$ cat src/hw/rtl/bset_pkg.sv
package bset_pkg;

    localparam int WORD_WIDTH_DEF    = 64;
    localparam int WORDS_PER_SET_DEF = 16;
    localparam int SET_COUNT_DEF     = 4;

    localparam int ACTION_W = 4;
    localparam int INDEX_W  = 11;
    localparam int CFG_W    = 5;

    localparam logic [ACTION_W-1:0] ACT_TEST        = 4'd0;
    localparam logic [ACTION_W-1:0] ACT_INSERT      = 4'd1;
    localparam logic [ACTION_W-1:0] ACT_DELETE      = 4'd2;
    localparam logic [ACTION_W-1:0] ACT_CLEAR       = 4'd3;
    localparam logic [ACTION_W-1:0] ACT_CLEAR_BELOW = 4'd4;
    localparam logic [ACTION_W-1:0] ACT_COUNT       = 4'd5;
    localparam logic [ACTION_W-1:0] ACT_EMPTY       = 4'd6;
    localparam logic [ACTION_W-1:0] ACT_UNION       = 4'd7;
    localparam logic [ACTION_W-1:0] ACT_INTERSECT   = 4'd8;
    localparam logic [ACTION_W-1:0] ACT_DIFFERENCE  = 4'd9;
    localparam logic [ACTION_W-1:0] ACT_DISJOINT    = 4'd10;
    localparam logic [ACTION_W-1:0] ACT_EQUAL       = 4'd11;
    localparam logic [ACTION_W-1:0] ACT_ITER_START  = 4'd12;
    localparam logic [ACTION_W-1:0] ACT_ITER_NEXT   = 4'd13;

    // Commands from the controller to the datapath.
    typedef struct packed {
        logic load;      // capture the request and clear the accumulators
        logic clr_step;  // zero-out pass after reset: clear word at the init pointer
        logic rd;        // issue a read of the word at the sweep position
        logic proc;      // read data of the previous read is valid this cycle
        logic advance;   // step the sweep position
        logic finish;    // emit the result
    } bset_cmd_t;

    // Status back to the controller.
    typedef struct packed {
        logic last_word; // sweep position (init pointer in the clearing pass) is at the last word to visit
        logic scan_hit;  // iterator scan found a member in the processed word
        logic is_iter;   // request is iter_next
        logic no_sweep;  // request needs no memory access
    } bset_sts_t;

endpackage

$ cat src/hw/rtl/bset_ctrl.sv
module bset_ctrl (
    input  logic                 clk,
    input  logic                 rst_n,
    input  logic                 start,
    input  bset_pkg::bset_sts_t  sts,
    output bset_pkg::bset_cmd_t  cmd,
    output logic                 busy
);

    localparam logic [2:0] S_INIT = 3'd0;
    localparam logic [2:0] S_IDLE = 3'd1;
    localparam logic [2:0] S_DEC  = 3'd2;
    localparam logic [2:0] S_RD   = 3'd3;
    localparam logic [2:0] S_PROC = 3'd4;
    localparam logic [2:0] S_DONE = 3'd5;

    logic [2:0] state_reg, state_next;

    always_ff @(posedge clk or negedge rst_n)
    begin
        if (!rst_n)
        begin
            state_reg <= S_INIT;
        end
        else
        begin
            state_reg <= state_next;
        end
    end

    always_comb
    begin
        state_next = state_reg;
        cmd        = '0;
        busy       = 1'b1;
        unique case (state_reg)
            S_INIT:
            begin
                cmd.clr_step = 1'b1;
                cmd.advance  = 1'b1;
                if (sts.last_word)
                begin
                    state_next = S_IDLE;
                end
            end
            S_IDLE:
            begin
                busy = 1'b0;
                if (start)
                begin
                    cmd.load   = 1'b1;
                    state_next = S_DEC;
                end
            end
            S_DEC:
            begin
                state_next = sts.no_sweep ? S_DONE : S_RD;
            end
            S_RD:
            begin
                cmd.rd     = 1'b1;
                state_next = S_PROC;
            end
            S_PROC:
            begin
                // Each word is read in S_RD, then modified or accumulated here.
                cmd.proc = 1'b1;
                if (sts.last_word || (sts.is_iter && sts.scan_hit))
                begin
                    state_next = S_DONE;
                end
                else
                begin
                    cmd.advance = 1'b1;
                    state_next  = S_RD;
                end
            end
            S_DONE:
            begin
                cmd.finish = 1'b1;
                state_next = S_IDLE;
            end
            default:
            begin
                state_next = S_IDLE;
            end
        endcase
    end

endmodule

$ cat config.mk
export PLATFORM = sky130hd
export DESIGN_NAME = bset_ctrl
export DESIGN_NICKNAME = d
export VERILOG_FILES = /design/src/hw/rtl/bset_pkg.sv /design/src/hw/rtl/bset_ctrl.sv
export SDC_FILE = /design/constraint.sdc
export NUM_CORES = 1
export LEC_CHECK = 0
export BUFFER_PORTS_ARGS = -buffer_cell sky130_fd_sc_hd__buf_4
export CAP_MARGIN = 15
export CORE_AREA = 3 3 40 42
export DETAILED_ROUTE_END_ITERATION = 8
export DIE_AREA = 0 0 43 45
export GPL_TIMING_DRIVEN = 0
export PLACE_DENSITY = 0.42
export SYNTH_ARGS = -nofsm -noshare
export SYNTH_HDL_FRONTEND = slang
export SYNTH_SLANG_ARGS = --single-unit
$ cat constraint.sdc
create_clock -name clk -period 2 [get_ports clk]
set_clock_uncertainty 0.1 [all_clocks]
set_input_delay 0.2 -clock clk [delete_from_list [all_inputs] [get_ports clk]]
set_output_delay 0.2 -clock clk [all_outputs]
set_load 0.03 [all_outputs]
Word level (Yosys, flattened, before mapping)
Cells that the tools add are included.
{"block": "word_totals", "wordCells": 26, "ff_bits": 3, "output_inout_bits": 7}
{"block": "op_classes", "mux": 14, "n_reduce_logical": 4, "eq_ne": 7}
{"cell": "$pmux W3 S5", "count": 1}
{"cell": "$mux W3", "count": 4}
{"cell": "$mux W1", "count": 8}
{"cell": "$eq A3 B2 Y1 const B", "count": 2}
{"cell": "$eq A3 B3 Y1 const B", "count": 2}
{"cell": "$ne A2 B2 Y1 const B", "count": 2}
{"cell": "$eq A3 B1 Y1 const B", "count": 1}
{"cell": "$logic_not A3 Y1", "count": 1}
{"cell": "$pmux W1 S2", "count": 1}
{"cell": "$reduce_and A2 Y1", "count": 1}
{"cell": "$logic_and A1 B1 Y1", "count": 1}
{"cell": "$logic_or A1 B1 Y1", "count": 1}

Logic depth before layout (Yosys ltp)
{"block": "logic_depth", "depth_word": 4, "depth_mapped": 3, "mapped_depth_nobuf": 2}

Worst setup path after synthesis
OpenSTA, ideal clock, no wires.
{"block": "synth_timing", "kind": "reg2out", "start": "reg state_reg[0]", "end": "out cmd[0] (netlist name)", "t_required_ns": 1.700, "setup_slack_ns": 0.437, "arrival_ns": 1.263, "path_stages_with_launch": 4, "n_path_buf": 1, "path_cell_list": "dfrtp_1 > buf_2 > inv_1 > nor3b_1"}
{"item": "start: declaration", "line_no": "bset_ctrl.sv:17", "rtl": "logic [2:0] state_reg, state_next;"}
{"item": "start signal: assignment", "line_no": "bset_ctrl.sv:27", "rtl": "state_reg <= state_next;"}
{"item": "end: declaration", "line_no": "bset_ctrl.sv:6", "rtl": "output bset_pkg::bset_cmd_t cmd,"}

Final worst setup path
{"block": "layout_timing", "start": "reg state_reg[0]", "end": "out busy"}
{"block": "layout_between", "elab_chain_cells": 2}
{"item": "$eq A3 B1 Y1", "line_no": "bset_ctrl.sv:36", "rtl": "unique case (state_reg)"}
{"item": "$mux W1", "line_no": "bset_ctrl.sv:36"}
{"item": "end: declaration", "line_no": "bset_ctrl.sv:7", "rtl": "output logic busy"}
No other way between the ends.

==> results.md <==
| Stage | Item | Value |
| --- | --- | --- |
| layout | Area occupied by multi-input gates | 135 µm² |
| layout | Final standard cell utilization of the core | 0.298 |
| routing | Per-cell via count in the routed design | 4.13 |
| die | Count of boundary I/O pins | 14 |
| die | Core Area | 0.00128 mm² |
| timing | Setup repair after global routing missed its margin | no |
| routing | Met1 WL | 218 µm |
| power and ir drop | Share of total power in combinational logic | 0.665 |
| logic synthesis | Most frequent cells after synthesis | dfrtp_1 (3), a21o_1 (2), nor2_1 (2), or3_1 (2) |
| clocking | H-tree levels | 1 |
| die | Number of core rows | 13 |
| place | Routability-driven placement congestion ratio | 0.711 |
| logic synthesis | Synth area leader | dfrtp_1 |
| setup path | Type of destination of the critical path | output pin |
| timing | Endpoints failing setup | 0 |
| die | Starting density of the core | 0.179 |
| die | Die boundary height | 45 µm |
| global routing | Overall routing resource usage | 0.0567 |
| routing | Avg WL per Cell | 9.54 µm |
| setup path | Highest net fanout along the worst path | 9 |
| logic synthesis | Fraction of post-synthesis cell area in the top cell type by area | 0.326 |
| setup path | Launching element of the worst setup path | state_reg[0] |
| die | Die X | 43 µm |
| clocking | Clock root buffer | clkbuf_4 |
| routing | Violation count after the first detailed-routing iteration | 4 |
| setup path | Delay contributed by the slowest stage of the critical path | 0.34 ns |
| timing | F_max | 624 MHz |
| layout | Number of flip-flops under the largest register name | 3 |
| logic synthesis | Most instantiated library cell after synthesis | dfrtp_1 |
| logic synthesis | Net count of the mapped netlist | 30 |
| routing | Routed via count | 231 |
| global routing | Wire length of the first global-routing pass | 765 µm |
| hold path | Worst Hold Class | primary input to flop |
| setup path | Cells along the critical path | buf_2 > inv_1 > or3_1 > buf_4 |
| clocking | Clk pin slew, worst setup/hold paths | 0.03 ns |
| job | Max-cap violation count | 0 |
| place | Placement-stage worst setup slack | 0.628 ns |
| power and ir drop | Leakage Power | 0.189 nW |
| place | Area post-placement | 347 µm² |
| setup path | R2R Path Start | state_reg[1] |
| outcome | Result of the run | complete, no violations |
| power and ir drop | Power density over cell area | 1740 mW/mm² |
| layout | Number of fill cells | 139 |
| power and ir drop | Fraction of power consumed by the clock network | 0.153 |
| timing | Max_slew headroom | 0.795 |
| timing | Final period demand of the worst path | 1.60 ns |
| power and ir drop | Sequential power share | 0.182 |
| logic synthesis | Synth Flop Type | dfrtp_1 |
| power and ir drop | Max VDD drop | 439 µV |
| place | Number of buffer cells added on primary ports | 13 |
| layout | Layout cell share with drive strength beyond 1 | 0.488 |
| routing | Aggregate routed wire length | 534 µm |
| logic synthesis | Yosys synthesis warning count | 0 |
| routing | Top layer in use | met3 |
| clocking | Clock sinks | 3 |
| logic synthesis | Number of distinct library cell variants in the gate-level netlist after synthesis | 18 |
| logic synthesis | Post-synthesis instance total | 23 |
| timing | Number of hold violations in the final report | 0 |
| power and ir drop | Switching power | 0.313 mW |
| logic synthesis | Post-Synthesis Cell Area | 230 µm² |
| logic synthesis | Share of flip-flops with an asynchronous set or reset after synthesis | 1.00 |
| routing | Met3 layer wire length in the routed design | 39 µm |
| setup path | Element type at the critical path start | flop |
| clocking | Clock latency on the worst-skew pair | 0.23 ns |
| setup path | Critical path data required time | 1.70 ns |
| setup path | Classification of the worst setup path | flop to output pin |
| layout | Register area | 75.1 µm² |
| global routing | Via count of the first global-routing pass | 198 |
| power and ir drop | Total power draw | 0.667 mW |
| routing | Metal2 WL | 276 µm |
| global routing | Number of antenna violations at the first check in global routing | 0 |
| setup path | Buf/Inv on CP | 3 |
| setup path | Largest delay share family, worst path | buffers and inverters |
| power and ir drop | Internal power | 0.354 mW |
| layout | Finished Cell Area | 383 µm² |
| clocking | Clock Tree Buf Depth | 2 |
| logic synthesis | Synth area leaders | dfrtp_1 (33%), nor4bb_4 (11%), a21o_1 (6.5%), nor3b_2 (5.4%), or3_1 (5.4%) |
| layout | Ant. Diodes | 0 |
| routing | Final routed DRC violation total | 0 |
| place | Post-detail-place hpwl | 428 µm |
| routing | Antenna viol nets, final | 0 |
| logic synthesis | Avg Inst Size Synth | 10.0 µm² |
| clocking | CTS tree | yes |
| hold path | Hold Startpoint | sts[0] |
| timing | Sum Neg Setup Slack | 0 ns |
| timing | Fin crit share | 0.801 |
| timing | Final Worst Setup Slack | 0.398 ns |
| die | Total die area | 0.00194 mm² |
| power and ir drop | Proportion of total power due to net switching | 0.469 |
| logic synthesis | Fraction of the yosys area taken by sequential cells | 0.326 |
| global routing | Largest net degree at the start of global routing | 11 |
| timing | Worst Tran Pin Value | 0.307 ns |
| clocking | CTS Buf Count | 3 |
| setup path | CP arrival | 1.30 ns |
| global routing | Sum of overflow across all layers after global routing | 0 |
| layout | Final net count | 49 |
| layout | Signed area change from the synthesized netlist to the final layout | 66.3% |
| logic synthesis | Number of storage elements in the synthesis netlist | 3 |
| setup path | Cell with the largest stage delay on the worst path | or3_1 |
| timing | Slew Viols, Final | 0 |
| logic synthesis | Number of enable-type register cells in the synthesized netlist | 0 |
| routing | Drt pass-1 iters | 4 |
cell usage in the layout, fill, tap and decap left out, drive strengths merged:
| cell type | count |
|---|---|
| dfrtp | 3 |
| nor2 | 2 |
| o21ai | 1 |
| a21oi | 1 |
| clkbuf | 4 |
| dlygate4sd3 | 1 |
| nor3 | 1 |
| nor3b | 2 |
| nor4b | 1 |
| a211oi | 1 |
| inv | 1 |
| nand2b | 1 |
| a21o | 2 |
| nor4bb | 1 |
| or3 | 2 |
| o2bb2ai | 1 |
| buf | 15 |
| a211o | 1 |
cells by family after synthesis:
family                 Yosys count  share of synthesized area
and+or+nand+nor                 10                      0.370
AOI/OAI and AO/OA                7                      0.217
DFF                              3                      0.326
buffers and inverters            3                     0.0869
worst paths after layout:
kind	end	slack [ns]	cells after the start
max	busy	0.40	4
min	state_reg[2]	0.16	3
max reg2reg	state_reg[0]	0.76	3
min reg2reg	state_reg[0]	0.57	1
max in group asynchronous	state_reg[0]	1.50	2
min in group asynchronous	state_reg[1]	0.20	2
layer usage:
metal	global-route usage	vias up
li1	-	122
met1	0.0580	101
met2	0.0868	8
met3	0.0239	0
met4	0.0542	0
met5	0	-
tightest hold or removal path, stage by stage:
cell       delay, ns
buf_4           0.08
nor2_1          0.03
o2bb2ai_1       0.13
cell type report:
| cell class | count | area share |
|---|---|---|
| clock buffers | 4 | 0.0686 |
| well taps | 15 | 0.0490 |
| multi-input cells | 17 | 0.353 |
| flip-flops and latches | 3 | 0.196 |
| repair buffers | 14 | 0.281 |
| plain buffers | 2 | 0.0425 |
| inverters | 1 | 0.00980 |
stage by stage:
stage | hold WS, ns | cells
2_1_floorplan | -0.196 | 23
3_3_place_gp | -0.112 | 51
3_5_place_dp | -0.110 | 51
4_1_cts | 0.166 | 56
5_1_grt | 0.194 | 56
6_report | 0.161 | 56
power by group through the flow:
stage | Combinational [mW] | Sequential, mW | Clock [mW]
3_3_place_gp | 0.447 | 0.123 | 0
5_1_grt | 0.474 | 0.124 | 0.107
6_report | 0.444 | 0.122 | 0.102
3_5_place_dp | 0.447 | 0.122 | 0
4_1_cts | 0.450 | 0.121 | 0.105
2_1_floorplan | 0.313 | 0.114 | 0
what timing repair did:
item                      in CTS  in global routing
hold endpoints to repair       3                  0
hold buffers                   1                  0
gates resized for setup        0                  0
setup buffers                  0                  0
Note: power is estimated with default switching activity, not from simulation.
